File: config.mk
export PLATFORM = sky130hd
export DESIGN_NAME = delimited_field_selector_core
export DESIGN_NICKNAME = d
export VERILOG_FILES = /design/src/hw/rtl/dfs_pkg.sv /design/src/hw/rtl/dfs_queue.sv /design/src/hw/rtl/dfs_front.sv /design/src/hw/rtl/dfs_back.sv /design/src/hw/rtl/delimited_field_selector_core.sv
export SDC_FILE = /design/constraint.sdc
export NUM_CORES = 1
export LEC_CHECK = 0
export ABC_AREA = 0
export ABC_CLOCK_PERIOD_IN_PS = 7800
export BUFFER_PORTS_ARGS = -buffer_cell sky130_fd_sc_hd__buf_2
export CAP_MARGIN = 20
export CORE_ASPECT_RATIO = 0.7
export CORE_MARGIN = 2
export CORE_UTILIZATION = 35
export DETAILED_ROUTE_END_ITERATION = 6
export PLACE_DENSITY = 0.49
export SETUP_SLACK_MARGIN = 0.05
export SLEW_MARGIN = 20
export SYNTH_ARGS = -nofsm -noshare
export SYNTH_HDL_FRONTEND = slang
export SYNTH_SLANG_ARGS = --single-unit
export TNS_END_PERCENT = 20
File: constraint.sdc
create_clock -name clk -period 7.8 [get_ports clk]
set_input_delay 0.78 -clock clk [delete_from_list [all_inputs] [get_ports clk]]
set_output_delay 0.78 -clock clk [all_outputs]
set_load 0.01 [all_outputs]
File: src/hw/rtl/dfs_pkg.sv
// Shared types and constants for the delimited field selector.
// Holds the channel payload structs, register indexes and the front-to-back command.
// No dependencies.
`timescale 1ns / 1ps
`default_nettype none

package dfs_pkg;

  localparam int CFG_W     = 34;
  localparam int CFG_IDX_W = 3;

  localparam logic [CFG_IDX_W-1:0] REG_RANGE_A = 3'd0;
  localparam logic [CFG_IDX_W-1:0] REG_MODE    = 3'd4;
  localparam logic [CFG_IDX_W-1:0] REG_SPLIT   = 3'd5;
  localparam logic [CFG_IDX_W-1:0] REG_JOIN    = 3'd6;

  localparam int MODE_FIELD = 0;
  localparam int MODE_COMPL = 1;
  localparam int MODE_ONLY  = 2;
  localparam int MODE_NUL   = 3;

  localparam logic [7:0] TERM_NL     = 8'h0A;
  localparam logic [7:0] TERM_NUL    = 8'h00;
  localparam logic [7:0] SPLIT_RESET = 8'h09;
  localparam logic [8:0] JOIN_RESET  = 9'h109;

  // held-field count width, covers the whole hold depth range
  localparam int HCNT_W = 6;
  localparam int QDEPTH = 4;
  localparam int QPTR_W = 2;

  typedef struct packed {
    logic       operation;
    logic [7:0] data_byte;
  } dfs_in_t;

  typedef struct packed {
    logic [7:0] out_byte;
    logic       run_end;
    logic       hold_overflow;
  } dfs_out_t;

  // one command per item that produces output: held bytes first, then at most one byte
  typedef struct packed {
    logic              has_held;
    logic [HCNT_W-1:0] held_cnt;
    logic              has_byte;
    logic [7:0]        emit_byte;
    logic              ovf;
  } dfs_cmd_t;

  typedef struct packed {
    logic              en;
    logic [HCNT_W-1:0] addr;
    logic [7:0]        data;
  } dfs_hwr_t;

  function automatic logic range_hit(input logic [CFG_W-1:0] r, input logic [15:0] p);
    return r[33] && (p >= r[15:0]) && (r[32] || (p <= r[31:16]));
  endfunction

endpackage

`default_nettype wire

File: src/hw/rtl/dfs_queue.sv
// Short command queue between the front and back parts of the selector.
// Depends on dfs_pkg for the command type and depth.
`timescale 1ns / 1ps
`default_nettype none

module dfs_queue (
  input  wire logic             clk,
  input  wire logic             rst_n,
  input  wire logic             push,
  input  dfs_pkg::dfs_cmd_t     push_cmd,
  output logic                  full,
  input  wire logic             pop,
  output dfs_pkg::dfs_cmd_t     head,
  output logic                  empty
);
  import dfs_pkg::*;

  dfs_cmd_t            slot_r [QDEPTH];
  logic [QPTR_W-1:0]   wr_ptr_r, wr_ptr_nxt;
  logic [QPTR_W-1:0]   rd_ptr_r, rd_ptr_nxt;
  logic [QPTR_W:0]     cnt_r, cnt_nxt;

  assign full  = (cnt_r == (QPTR_W+1)'(QDEPTH));
  assign empty = (cnt_r == '0);
  assign head  = slot_r[rd_ptr_r];

  always_comb begin
    wr_ptr_nxt = push ? wr_ptr_r + 1'b1 : wr_ptr_r;
    rd_ptr_nxt = pop  ? rd_ptr_r + 1'b1 : rd_ptr_r;
    cnt_nxt    = cnt_r + (QPTR_W+1)'(push) - (QPTR_W+1)'(pop);
  end

  always_ff @(posedge clk) begin
    if (!rst_n) begin
      wr_ptr_r <= '0;
      rd_ptr_r <= '0;
      cnt_r    <= '0;
    end else begin
      wr_ptr_r <= wr_ptr_nxt;
      rd_ptr_r <= rd_ptr_nxt;
      cnt_r    <= cnt_nxt;
    end
  end

  always_ff @(posedge clk) begin
    if (push) begin
      slot_r[wr_ptr_r] <= push_cmd;
    end
  end

endmodule

`default_nettype wire

File: src/hw/rtl/dfs_front.sv
// Front part: configuration registers, item acceptance, record/field tracking.
// Classifies each item into at most one output command. Depends on dfs_pkg.
`timescale 1ns / 1ps
`default_nettype none

module dfs_front #(
  parameter int HOLD_DEPTH  = 56,
  parameter int RANGE_COUNT = 4
) (
  input  wire logic                            clk,
  input  wire logic                            rst_n,
  input  wire logic                            in_valid,
  output logic                                 in_stall,
  input  dfs_pkg::dfs_in_t                     in_data,
  input  wire logic                            cfg_we,
  input  wire logic [dfs_pkg::CFG_IDX_W-1:0]   cfg_index,
  input  wire logic [dfs_pkg::CFG_W-1:0]       cfg_wdata,
  output logic                                 q_push,
  output dfs_pkg::dfs_cmd_t                    q_cmd,
  input  wire logic                            q_full,
  output dfs_pkg::dfs_hwr_t                    hold_wr,
  input  wire logic                            held_done
);
  import dfs_pkg::*;

  localparam int HC_W = $clog2(HOLD_DEPTH + 1);

  logic [CFG_W-1:0] range_r [RANGE_COUNT];
  logic [3:0]       mode_r;
  logic [7:0]       split_r;
  logic [8:0]       join_r;

  logic [HC_W-1:0]  hcnt_r, hcnt_nxt;
  logic [15:0]      pos_r, pos_nxt;
  logic             delim_r, delim_nxt;
  logic             any_r, any_nxt;
  logic             open_r, open_nxt;
  logic             ovf_r, ovf_nxt;
  logic             busy_r, busy_nxt;

  logic             acc;
  logic             finish;
  logic             hwr_en;
  logic [7:0]       term;
  logic [15:0]      pos_inc;
  logic [15:0]      eval_pt;
  logic             sel_eval;
  logic             sel0;
  logic             is_split;
  logic             field;

  function automatic logic sel_at(input logic [15:0] p);
    logic hit;
    hit = 1'b0;
    for (int i = 0; i < RANGE_COUNT; i++) begin
      hit = hit | range_hit(range_r[i], p);
    end
    return hit ^ mode_r[MODE_COMPL];
  endfunction

  assign in_stall = busy_r || q_full;
  assign acc      = in_valid && !in_stall;
  assign term     = mode_r[MODE_NUL] ? TERM_NUL : TERM_NL;
  assign field    = mode_r[MODE_FIELD];
  assign is_split = (in_data.data_byte == split_r);
  assign pos_inc  = (pos_r == 16'hFFFF) ? pos_r : pos_r + 16'd1;

  // pick the one position this item may test besides field zero
  always_comb begin
    if (field && !delim_r) begin
      eval_pt = 16'd1;
    end else if (field && is_split) begin
      eval_pt = pos_inc;
    end else begin
      eval_pt = pos_r;
    end
  end

  // range registers and mode are read inside sel_at, so evaluate here
  always_comb begin
    sel_eval = sel_at(eval_pt);
    sel0     = sel_at(16'd0);
  end

  always_comb begin
    hcnt_nxt  = hcnt_r;
    pos_nxt   = pos_r;
    delim_nxt = delim_r;
    any_nxt   = any_r;
    open_nxt  = open_r;
    ovf_nxt   = ovf_r;
    finish    = 1'b0;
    hwr_en    = 1'b0;
    q_cmd     = '0;
    q_cmd.ovf = ovf_r;

    if (in_data.operation) begin
      finish = open_r;
    end else if (in_data.data_byte == term) begin
      finish = 1'b1;
    end else begin
      open_nxt = 1'b1;
      if (!field) begin
        if (sel_eval) begin
          q_cmd.has_byte  = 1'b1;
          q_cmd.emit_byte = in_data.data_byte;
        end
        pos_nxt = pos_inc;
      end else if (!delim_r) begin
        if (is_split) begin
          delim_nxt = 1'b1;
          pos_nxt   = 16'd1;
          if (sel0) begin
            q_cmd.has_held = (hcnt_r != '0);
            any_nxt        = 1'b1;
          end
          if (sel_eval) begin
            if ((sel0 || any_r) && join_r[8]) begin
              q_cmd.has_byte  = 1'b1;
              q_cmd.emit_byte = join_r[7:0];
            end
            any_nxt = 1'b1;
          end
        end else if (hcnt_r < HC_W'(HOLD_DEPTH)) begin
          hwr_en   = 1'b1;
          hcnt_nxt = hcnt_r + 1'b1;
        end else begin
          ovf_nxt = 1'b1;
        end
      end else if (is_split) begin
        pos_nxt = pos_inc;
        if (sel_eval) begin
          if (any_r && join_r[8]) begin
            q_cmd.has_byte  = 1'b1;
            q_cmd.emit_byte = join_r[7:0];
          end
          any_nxt = 1'b1;
        end
      end else if (sel_eval) begin
        q_cmd.has_byte  = 1'b1;
        q_cmd.emit_byte = in_data.data_byte;
      end
    end

    if (finish) begin
      if (!field || delim_r) begin
        q_cmd.has_byte  = 1'b1;
        q_cmd.emit_byte = term;
      end else if (!mode_r[MODE_ONLY]) begin
        q_cmd.has_held  = (hcnt_r != '0);
        q_cmd.has_byte  = 1'b1;
        q_cmd.emit_byte = term;
      end
      hcnt_nxt  = '0;
      pos_nxt   = '0;
      delim_nxt = 1'b0;
      any_nxt   = 1'b0;
      open_nxt  = 1'b0;
      ovf_nxt   = 1'b0;
    end

    q_cmd.held_cnt = HCNT_W'(hcnt_r);
  end

  assign q_push       = acc && (q_cmd.has_held || q_cmd.has_byte);
  assign hold_wr.en   = acc && hwr_en;
  assign hold_wr.addr = HCNT_W'(hcnt_r);
  assign hold_wr.data = in_data.data_byte;

  // hold off every item while the back still reads the hold store
  always_comb begin
    busy_nxt = busy_r;
    if (q_push && q_cmd.has_held) begin
      busy_nxt = 1'b1;
    end else if (held_done) begin
      busy_nxt = 1'b0;
    end
  end

  always_ff @(posedge clk) begin
    if (!rst_n) begin
      hcnt_r  <= '0;
      pos_r   <= '0;
      delim_r <= 1'b0;
      any_r   <= 1'b0;
      open_r  <= 1'b0;
      ovf_r   <= 1'b0;
      busy_r  <= 1'b0;
    end else begin
      busy_r <= busy_nxt;
      if (acc) begin
        hcnt_r  <= hcnt_nxt;
        pos_r   <= pos_nxt;
        delim_r <= delim_nxt;
        any_r   <= any_nxt;
        open_r  <= open_nxt;
        ovf_r   <= ovf_nxt;
      end
    end
  end

  always_ff @(posedge clk) begin
    if (!rst_n) begin
      for (int i = 0; i < RANGE_COUNT; i++) begin
        range_r[i] <= '0;
      end
      mode_r  <= '0;
      split_r <= SPLIT_RESET;
      join_r  <= JOIN_RESET;
    end else if (cfg_we) begin
      for (int i = 0; i < RANGE_COUNT; i++) begin
        if (cfg_index == REG_RANGE_A + CFG_IDX_W'(i)) begin
          range_r[i] <= cfg_wdata;
        end
      end
      if (cfg_index == REG_MODE) begin
        mode_r <= cfg_wdata[3:0];
      end
      if (cfg_index == REG_SPLIT) begin
        split_r <= cfg_wdata[7:0];
      end
      if (cfg_index == REG_JOIN) begin
        join_r <= cfg_wdata[8:0];
      end
    end
  end

endmodule

`default_nettype wire

File: src/hw/rtl/dfs_back.sv
// Back part: hold store memory, command execution and the output register.
// Drains held first-field bytes, then the command's single byte. Depends on dfs_pkg.
`timescale 1ns / 1ps
`default_nettype none

module dfs_back #(
  parameter int HOLD_DEPTH = 56
) (
  input  wire logic          clk,
  input  wire logic          rst_n,
  input  wire logic          q_empty,
  input  dfs_pkg::dfs_cmd_t  q_head,
  output logic               q_pop,
  input  dfs_pkg::dfs_hwr_t  hold_wr,
  output logic               held_done,
  output logic               out_valid,
  input  wire logic          out_stall,
  output dfs_pkg::dfs_out_t  out_data
);
  import dfs_pkg::*;

  localparam int HA_W = (HOLD_DEPTH > 1) ? $clog2(HOLD_DEPTH) : 1;

  localparam logic [1:0] ST_IDLE = 2'd0;
  localparam logic [1:0] ST_HELD = 2'd1;
  localparam logic [1:0] ST_BYTE = 2'd2;

  logic [7:0]        mem [HOLD_DEPTH];
  logic [7:0]        rd_data_r;
  logic              rd_en;
  logic [HA_W-1:0]   rd_addr;

  logic [1:0]        state_r, state_nxt;
  logic [HCNT_W-1:0] idx_r, idx_nxt, idx_inc;
  logic [HCNT_W-1:0] cnt_r;
  logic              has_byte_r;
  logic [7:0]        byte_r;
  logic              ovf_r;
  logic              latch;

  logic              can_load;
  logic              load;
  dfs_out_t          load_data;
  logic              last;
  logic              out_valid_r;
  dfs_out_t          out_data_r;

  assign can_load  = !out_valid_r || !out_stall;
  assign idx_inc   = idx_r + 1'b1;
  assign last      = (idx_inc == cnt_r);
  assign out_valid = out_valid_r;
  assign out_data  = out_data_r;

  always_comb begin
    state_nxt = state_r;
    idx_nxt   = idx_r;
    q_pop     = 1'b0;
    latch     = 1'b0;
    rd_en     = 1'b0;
    rd_addr   = idx_r[HA_W-1:0];
    load      = 1'b0;
    load_data = '0;
    held_done = 1'b0;
    unique case (state_r)
      ST_IDLE: begin
        if (!q_empty) begin
          if (q_head.has_held) begin
            q_pop     = 1'b1;
            latch     = 1'b1;
            rd_en     = 1'b1;
            rd_addr   = '0;
            idx_nxt   = '0;
            state_nxt = ST_HELD;
          end else if (can_load) begin
            q_pop     = 1'b1;
            load      = 1'b1;
            load_data = '{out_byte: q_head.emit_byte, run_end: 1'b1,
                          hold_overflow: q_head.ovf};
          end
        end
      end
      ST_HELD: begin
        if (can_load) begin
          load      = 1'b1;
          load_data = '{out_byte: rd_data_r, run_end: last && !has_byte_r,
                        hold_overflow: ovf_r};
          if (last) begin
            held_done = 1'b1;
            state_nxt = has_byte_r ? ST_BYTE : ST_IDLE;
          end else begin
            // fetch the next held byte while this one goes out
            rd_en   = 1'b1;
            rd_addr = idx_inc[HA_W-1:0];
            idx_nxt = idx_inc;
          end
        end
      end
      ST_BYTE: begin
        if (can_load) begin
          load      = 1'b1;
          load_data = '{out_byte: byte_r, run_end: 1'b1, hold_overflow: ovf_r};
          state_nxt = ST_IDLE;
        end
      end
      default: begin
        state_nxt = ST_IDLE;
      end
    endcase
  end

  always_ff @(posedge clk) begin
    if (hold_wr.en) begin
      mem[hold_wr.addr[HA_W-1:0]] <= hold_wr.data;
    end
    if (rd_en) begin
      rd_data_r <= mem[rd_addr];
    end
  end

  always_ff @(posedge clk) begin
    if (!rst_n) begin
      state_r     <= ST_IDLE;
      idx_r       <= '0;
      out_valid_r <= 1'b0;
    end else begin
      state_r <= state_nxt;
      idx_r   <= idx_nxt;
      if (load) begin
        out_valid_r <= 1'b1;
      end else if (can_load) begin
        out_valid_r <= 1'b0;
      end
    end
  end

  always_ff @(posedge clk) begin
    if (latch) begin
      cnt_r      <= q_head.held_cnt;
      has_byte_r <= q_head.has_byte;
      byte_r     <= q_head.emit_byte;
      ovf_r      <= q_head.ovf;
    end
    if (load) begin
      out_data_r <= load_data;
    end
  end

endmodule

`default_nettype wire

File: src/hw/rtl/delimited_field_selector_core.sv
// Delimited field selector: byte/field selection over a record stream.
// A selected byte passes through the command queue and the output register to out_*.
// Throughput: one item per cycle unless stalled; draining the held first field
// stalls input until every held byte is read through the hold store's single port.
// Reset: synchronous, active low; clears record state and loads register defaults.
`timescale 1ns / 1ps
`default_nettype none

module delimited_field_selector_core #(
  parameter int HOLD_DEPTH  = 56,
  parameter int RANGE_COUNT = 4
) (
  input  wire logic                            clk,
  input  wire logic                            rst_n,
  input  wire logic                            in_valid,
  output logic                                 in_stall,
  input  dfs_pkg::dfs_in_t                     in_data,
  output logic                                 out_valid,
  input  wire logic                            out_stall,
  output dfs_pkg::dfs_out_t                    out_data,
  input  wire logic                            cfg_we,
  input  wire logic [dfs_pkg::CFG_IDX_W-1:0]   cfg_index,
  input  wire logic [dfs_pkg::CFG_W-1:0]       cfg_wdata
);
  import dfs_pkg::*;

  logic      q_push;
  dfs_cmd_t  q_cmd;
  logic      q_full;
  logic      q_pop;
  dfs_cmd_t  q_head;
  logic      q_empty;
  dfs_hwr_t  hold_wr;
  logic      held_done;

  dfs_front #(
    .HOLD_DEPTH  (HOLD_DEPTH),
    .RANGE_COUNT (RANGE_COUNT)
  ) u_front (
    .clk       (clk),
    .rst_n     (rst_n),
    .in_valid  (in_valid),
    .in_stall  (in_stall),
    .in_data   (in_data),
    .cfg_we    (cfg_we),
    .cfg_index (cfg_index),
    .cfg_wdata (cfg_wdata),
    .q_push    (q_push),
    .q_cmd     (q_cmd),
    .q_full    (q_full),
    .hold_wr   (hold_wr),
    .held_done (held_done)
  );

  dfs_queue u_queue (
    .clk      (clk),
    .rst_n    (rst_n),
    .push     (q_push),
    .push_cmd (q_cmd),
    .full     (q_full),
    .pop      (q_pop),
    .head     (q_head),
    .empty    (q_empty)
  );

  dfs_back #(
    .HOLD_DEPTH (HOLD_DEPTH)
  ) u_back (
    .clk       (clk),
    .rst_n     (rst_n),
    .q_empty   (q_empty),
    .q_head    (q_head),
    .q_pop     (q_pop),
    .hold_wr   (hold_wr),
    .held_done (held_done),
    .out_valid (out_valid),
    .out_stall (out_stall),
    .out_data  (out_data)
  );

endmodule

`default_nettype wire

Word-level counts from Yosys, hierarchy flattened
Memory sizes are Yosys's and may differ from the RTL's. A register that Yosys moved wholly into a read port is not among the register bits.
Index checks and enable logic that the tools add are counted.
{"block": "word_totals", "mem_count": 3, "output_inout_bits": 12, "in_bits": 51, "ff_bits": 90, "ram_bits": 652, "elab_cells": 292}
{"block": "op_classes", "mux": 140, "eq_ne": 25, "bitwise": 12, "magnitude_cmp": 17, "n_addsub": 7, "n_reduce_logical": 65}
{"name": "u_back.mem", "words": 56, "width": 8, "read_ports": 1, "rd_clocked_by_memory_dff": 1, "wr": 1, "line": "dfs_back.sv:28", "rtl": "logic [7:0] mem [HOLD_DEPTH];"}
{"name": "u_front.range_r", "words": 4, "width": 34, "read_ports": 4, "rd_clocked_by_memory_dff": 0, "wr": 4, "line": "dfs_front.sv:28", "rtl": "logic [CFG_W-1:0] range_r [RANGE_COUNT];"}
{"name": "u_queue.slot_r", "words": 4, "width": 17, "read_ports": 1, "rd_clocked_by_memory_dff": 1, "wr": 1, "line": "dfs_queue.sv:18", "rtl": "dfs_cmd_t slot_r [QDEPTH];"}
{"cell": "$mux 16", "n": 10}
{"cell": "$mux 34", "n": 4}
{"cell": "$mux 9", "n": 14}
{"cell": "$mux 1", "n": 82}
{"cell": "$mux 6", "n": 11}
{"cell": "$ge 1x16->1 const A", "n": 4}
{"cell": "$ge 16x16->1", "n": 4}
{"cell": "$le 1x16->1 const A", "n": 4}
{"cell": "$le 16x16->1", "n": 4}
{"cell": "$mux 10", "n": 5}
{"cell": "$pmux 10 s3", "n": 1}
{"cell": "$logic_and 1x1->1", "n": 25}
{"cell": "$reduce_and 7->1", "n": 3}
{"cell": "$add 16x1->16 const B", "n": 1}
{"cell": "$eq 16x16->1 const B", "n": 1}
{"cell": "$eq 8x8->1", "n": 2}
{"cell": "$mux 2", "n": 8}
{"cell": "$ne 2x1->1 const B", "n": 7}
{"cell": "$logic_or 1x1->1", "n": 13}
{"cell": "$add 6x1->6 const B", "n": 2}
{"cell": "$eq 3x3->1 const B", "n": 4}
{"cell": "$pmux 6 s2", "n": 1}
{"cell": "$or 1x1->1", "n": 10}
{"cell": "$reduce_bool 2->1", "n": 5}
{"cell": "other kinds (25)", "n": 41}

Logic depth before layout (Yosys ltp)
{"block": "logic_depth", "word_depth": 24, "depth_mapped": 30, "mapped_depth_nobuf": 28}

Cells and area by module
A second synthesis with hierarchy kept.
{"block": "hier_totals", "cells_unflattened": 2773, "area_unflattened_um2": 34657.0}
{"module": "dfs_back", "cells_per_inst": 1416, "instances": 1, "area_per_inst_um2": 19896.6, "seq_area_each_um2": 14654.1}
{"module": "dfs_front", "cells_per_inst": 1226, "instances": 1, "area_per_inst_um2": 11831.3, "seq_area_each_um2": 5044.8}
{"module": "dfs_queue", "cells_per_inst": 131, "instances": 1, "area_per_inst_um2": 2929.1, "seq_area_each_um2": 2222.1}

Worst setup path after synthesis
Ideal clock, no wire load.
{"block": "synth_timing", "path_type": "input-to-reg", "from": "in in_data[1] (netlist name)", "to": "reg u_queue.cnt_r[2]", "slack_ns": 1.848, "path_buffers": 3, "required_time_ns": 7.685, "setup_ns": 0.115, "cell_stages": 27, "t_arrival_ns": 5.837, "cell_sequence": "xnor2_1 nand4_2 clkbuf_1 nor2_1 nand2_1 clkbuf_1 or3_1 a21oi_1 ha_1 a21oi_1 o21bai_1 a21o_1 a21o_1 a21o_1 a221o_1 o211ai_1 nand3_1 nand4b_4 xor2_4 a21o_1 buf_4 ha_1 inv_1 fa_1 xnor2_1 xnor2_1 and2_1"}
{"block": "synth_via", "elab_chain_len": 24, "word_cells_on_any_way": 55, "classes_between": "2 x add/sub; 8 x order compare; 2 x eq/ne; 24 x mux; 4 x bitwise; 15 x reduce/logical"}
{"element": "start: declaration", "line": "delimited_field_selector_core.sv:17", "rtl": "input dfs_pkg::dfs_in_t in_data,"}
{"element": "$eq 8x8->1", "line": "dfs_front.sv:65", "rtl": "assign is_split = (in_data.data_byte == split_r);"}
{"element": "$logic_and 1x1->1", "line": "dfs_front.sv:72", "rtl": "end else if (field && is_split) begin"}
{"element": "$mux 16", "line": "dfs_front.sv:72"}
{"element": "$mux 16", "line": "dfs_front.sv:70", "rtl": "if (field && !delim_r) begin"}
{"element": "$ge 16x16->1 / $le 16x16->1 (equally long branches)", "line": "dfs_pkg.sv:59", "rtl": "return r[33] && (p >= r[15:0]) && (r[32] || (p <= r[31:16]));"}
{"element": "$logic_and 1x1->1 / $logic_or 1x1->1 (equally long branches)", "line": "dfs_pkg.sv:59"}
{"element": "$logic_and 1x1->1", "line": "dfs_pkg.sv:59"}
{"element": "$or 1x1->1 (3 in series)", "line": "dfs_front.sv:56", "rtl": "hit = hit | range_hit(range_r[i], p);"}
{"element": "[6 not listed]"}
{"element": "$mux 9", "line": "dfs_front.sv:97", "rtl": "if (in_data.operation) begin"}
{"element": "$mux 9", "line": "dfs_front.sv:149", "rtl": "end else if (!mode_r[MODE_ONLY]) begin"}
{"element": "$mux 9", "line": "dfs_front.sv:146", "rtl": "if (!field || delim_r) begin"}
{"element": "$mux 9", "line": "dfs_front.sv:145", "rtl": "if (finish) begin"}
{"element": "$logic_or 1x1->1 *", "line": "dfs_front.sv:165", "rtl": "assign q_push = acc && (q_cmd.has_held || q_cmd.has_byte);"}
{"element": "$logic_and 1x1->1 *", "line": "dfs_front.sv:165"}
{"element": "$add 3x1->3 *", "line": "dfs_queue.sv:30", "rtl": "cnt_nxt = cnt_r + (QPTR_W+1)'(push) - (QPTR_W+1)'(pop);"}
{"element": "$sub 3x1->3 *", "line": "dfs_queue.sv:30"}
{"element": "end signal: assignment", "line": "dfs_queue.sv:41", "rtl": "cnt_r <= cnt_nxt;"}
{"element": "end: declaration", "line": "dfs_queue.sv:21", "rtl": "logic [QPTR_W:0] cnt_r, cnt_nxt;"}
Every way passes the cells marked *; elsewhere a longest branch is shown, timed or not.
A chain may end at the register's enable or synchronous reset.

Worst setup path in the final report
{"block": "layout_timing", "from": "reg u_front.pos_r[3]", "to": "reg u_queue.cnt_r[2]"}
{"block": "layout_via", "elab_chain_len": 24, "word_cells_on_any_way": 45, "classes_between": "3 x add/sub; 8 x order compare; 1 x eq/ne; 15 x mux; 4 x bitwise; 14 x reduce/logical"}
{"element": "start: declaration", "line": "dfs_front.sv:34", "rtl": "logic [15:0] pos_r, pos_nxt;"}
{"element": "start signal: assignment", "line": "dfs_front.sv:193", "rtl": "pos_r <= pos_nxt;"}
{"element": "$add 16x1->16 / $eq 16x16->1 (equally long branches)", "line": "dfs_front.sv:66", "rtl": "assign pos_inc = (pos_r == 16'hFFFF) ? pos_r : pos_r + 16'd1;"}
{"element": "$mux 16", "line": "dfs_front.sv:66"}
{"element": "$mux 16 *", "line": "dfs_front.sv:72"}
{"element": "$mux 16 *", "line": "dfs_front.sv:70"}
{"element": "$ge 16x16->1 / $le 16x16->1 (equally long branches)", "line": "dfs_pkg.sv:59"}
{"element": "$logic_and 1x1->1 / $logic_or 1x1->1 (equally long branches)", "line": "dfs_pkg.sv:59"}
{"element": "$logic_and 1x1->1", "line": "dfs_pkg.sv:59"}
{"element": "$or 1x1->1 (2 in series)", "line": "dfs_front.sv:56"}
{"element": "[7 not listed]"}
{"element": "$mux 9 *", "line": "dfs_front.sv:97"}
{"element": "$mux 9", "line": "dfs_front.sv:149"}
{"element": "$mux 9", "line": "dfs_front.sv:146"}
{"element": "$mux 9 *", "line": "dfs_front.sv:145"}
{"element": "$logic_or 1x1->1 *", "line": "dfs_front.sv:165"}
{"element": "$logic_and 1x1->1 *", "line": "dfs_front.sv:165"}
{"element": "$add 3x1->3 *", "line": "dfs_queue.sv:30"}
{"element": "$sub 3x1->3 *", "line": "dfs_queue.sv:30"}
Marked as above.

==> impl_metrics.tcl <==
set metrics [dict create \
    grt_pass1_wl_mm 152 \
    synth_fa_ha_area_share_pct 4.81 \
    yosys.area_share.simple_pct 18.0 \
    wire_per_inst_um 23.5 \
    die_x_um 379 \
    hp-class "input pin to flip-flop" \
    synthCells 2954 \
    avgSynthCellArea_um2 11.7 \
    clk_path_buf_depth 3 \
    yosysWarnings 0 \
    fin_cells 4417 \
    first_global_vias 22900 \
    netSwitchingFraction_pct 30.2 \
    synth_area_mm2 0.0345 \
    ant_nets 0 \
    wirelength_mm 104 \
    synth_cell_types 83 \
    via_per_inst 5.38 \
    cts_buffers 78 \
    finalSetupViolCount 0 \
    max_freq_mhz 151 \
    path_max_fanout 8 \
    met2_usage_pct 27.3 \
    vias 23800 \
    worst_pin_slew_ps 1220 \
    layout_commonest_cell "edfxtp_1" \
    htreeDepth 3 \
    synth_nets 3132 \
    p_int_uw 7380 \
    antenna_found_initial 8 \
    gp_congestion 0.905 \
    use_met3_pct 6.20 \
    cts_hold_buf 0 \
    synthArstFlopShare_pct 0 \
    clk_latency_ps 670 \
    drcViolationCount 0 \
    post_cts_buffers 0 \
    yosys-mux-area-fraction_pct 1.47 \
    grt-ovfl-total 0 \
    worstPathRequired_ps 8360 \
    maxCapViolations 0 \
    worst_clock_skew_ps 34.1 \
    cp.arrival_ps 7180 \
    combPwrFrac_pct 19.9 \
    rsz0062_at_grt "no" \
    final_cell_mix "edfxtp_1, nand2_1, nor2_1" \
    synth.ff_latch_count 752 \
    grt_max_degree 114 \
    use_met1_pct 31.9 \
    period_share_pct 84.8 \
    n_fill_cell 9218 \
    root_buffer "clkbuf_16" \
    dieArea_mm2 0.101 \
    pwr_density_cell_mw_per_mm2 270 \
    synth-xor-area-share_pct 1.20 \
    clk_pin_slew_ps 60 \
    synth-compound-area-share_pct 7.66 \
    grt_usage_pct 20.6 \
    period_needed_ps 6620 \
    power_frac_clock_pct 35.5 \
    synth_edf_count 686 \
    tns_ps 0 \
    drt_iter0_markers 2519 \
    io_buffers 62 \
    synth_top_family_by_area "simple AND/OR/NAND/NOR gates" \
    p_leak_uw 0.0143 \
    dp_hpwl_mm 71.0 \
    ctsResizeCount 0 \
    ir_worst_vdd_uv 235 \
    slew_violations 0 \
    start_util_pct 35.3 \
    drt-pass1-iter-count 6 \
    core_mm2 0.0979 \
    seq_power_share_pct 44.6 \
    dieHeight_um 267 \
    grt.busiest_layer "met1" \
    final_layout_size_suffix_gt1_share_pct 10.2 \
    cts_tree "built" \
    pin_count 63 \
    power.switching_uw 3190 \
    maxSlewHeadroom_pct 18.5 \
    hold_violations 0 \
    worst_setup_path_start_kind "flip-flop" \
    outcome "finished, final reports clean" \
    finalNetCount 3205 \
    worstSetupPathType "flip-flop to flip-flop" \
    yosysSeqAreaShare_pct 63.5 \
    clock_sinks 752 \
    endpoint_kind "flip-flop" \
    synthFlopType "edfxtp_1" \
    row_count 96 \
    synthToLayoutAreaGrowth_pct 13.1 \
    place_inst 4270 \
]
## layout make-up
type / instances / area [um2] / share of cell area [%]
antenna: 4 / 10.0 / 0.0256
tap: 1323 / 1660 / 4.24
clock buffer: 101 / 2150 / 5.51
clock inverter: 42 / 380 / 0.974
multi-input combinational: 1926 / 11600 / 29.6
inverter: 138 / 518 / 1.33
sequential: 752 / 21900 / 56.1
timing repair buffer: 131 / 866 / 2.22
## power by group through the flow
| stage | clock (uW) | combinational, uW | sequential (uW) |
|---|---|---|---|
| after floorplan | 0 | 1360 | 4770 |
| after global placement | 0 | 2090 | 4790 |
| after detailed placement | 0 | 2100 | 4790 |
| after CTS | 3820 | 2110 | 4710 |
| after global routing | 3980 | 2320 | 4730 |
| final | 3750 | 2100 | 4710 |
## path summary, 6_finish.rpt
path / from / end / slack, ps / cells past startpoint
max reg2reg: u_front.pos_r[3] / u_queue.cnt_r[2] / 1180 / 25
min reg2reg: u_front.split_r[2] / u_front.split_r[2] / 470 / 2
min: cfg_wdata[29] / u_front.range_r[3][29] / 430 / 2
max: u_front.pos_r[3] / u_queue.cnt_r[2] / 1180 / 25
## worst max-delay path, cell delays in order, from the launching register on
cell and delay, ps:
dfxtp_1 490, nand4_2 190, or3_1 440, nor3_1 490, nor2_1 250, and3_1 250, and3_1 200, nand2_1 80
xor2_1 60, nor2_1 150, buf_4 250, ha_1 280, nor2b_1 140, a2111oi_0 710, o21ai_1 210, a32oi_1 410
a21oi_1 90, nand4b_4 230, xor2_4 160, a21o_1 350, ha_1 210, inv_1 50, fa_1 370, xnor2_1 140
xnor2_1 120, and2_1 150
## metrics by stage
step	cell area, um2	setup slack, ps	hold WS (ps)	util (%)	total power (uW)
after floorplan	34500	1850	449	-	6120
after global placement	36500	911	470	37.3	6880
after detailed placement	36500	984	459	37.3	6900
after CTS	39000	1320	388	39.9	10700
after global routing	39000	815	413	39.9	11000
final	39100	1180	431	39.9	10600
## cell usage after synthesis, drive strengths merged (15+ instances only)
master / instances / area, um2
a21o: 21 / 165
a21oi: 139 / 729
a31oi: 68 / 425
and2: 152 / 951
and3: 86 / 538
buf: 74 / 407
clkbuf: 64 / 241
dfxtp: 66 / 1320
edfxtp: 686 / 20600
ha: 126 / 1580
inv: 138 / 518
mux4: 17 / 383
nand2: 593 / 2230
nand3: 158 / 816
nand4: 26 / 181
nor2: 163 / 612
nor2b: 21 / 131
nor3: 20 / 100
nor3b: 16 / 120
nor4: 20 / 155
o21ai: 57 / 289
o22ai: 25 / 156
xnor2: 30 / 263
xor2: 15 / 150
## state kept, by name, indices dropped and copies added (netlist names), 2 cells and up, named ones only
name              flops
u_back.rd_data_r      8
u_back.cnt_r          6
u_back.idx_r          6
u_front.range_r     136
u_queue.wr_ptr_r      2
u_front.mode_r        4
u_queue.slot_r       68
u_back.byte_r         8
u_queue.rd_ptr_r      2
u_front.hcnt_r        6
u_back.state_r        2
u_queue.cnt_r         3
u_back.out_data      10
u_back.mem          448
u_front.split_r       8
u_front.join_r        9
u_front.pos_r        16
## kinds of logic after synthesis
| kind of cell | Yosys count |
|---|---|
| and+or+nand+nor | 1308 |
| adders and majority gates | 133 |
| xor gates and xnor gates | 45 |
| buffers and inverters | 276 |
| AOI/OAI and AO/OA | 411 |
| muxes | 29 |
| DFF | 752 |
## layer usage
layer / vias up / wire length [um]
met2: 863 / 41100
met1: 11900 / 50300
met5: - / 33
met4: 6 / 2290
met3: 151 / 9990
li1: 10800 / -
Note: power is estimated with default switching activity, not from simulation.
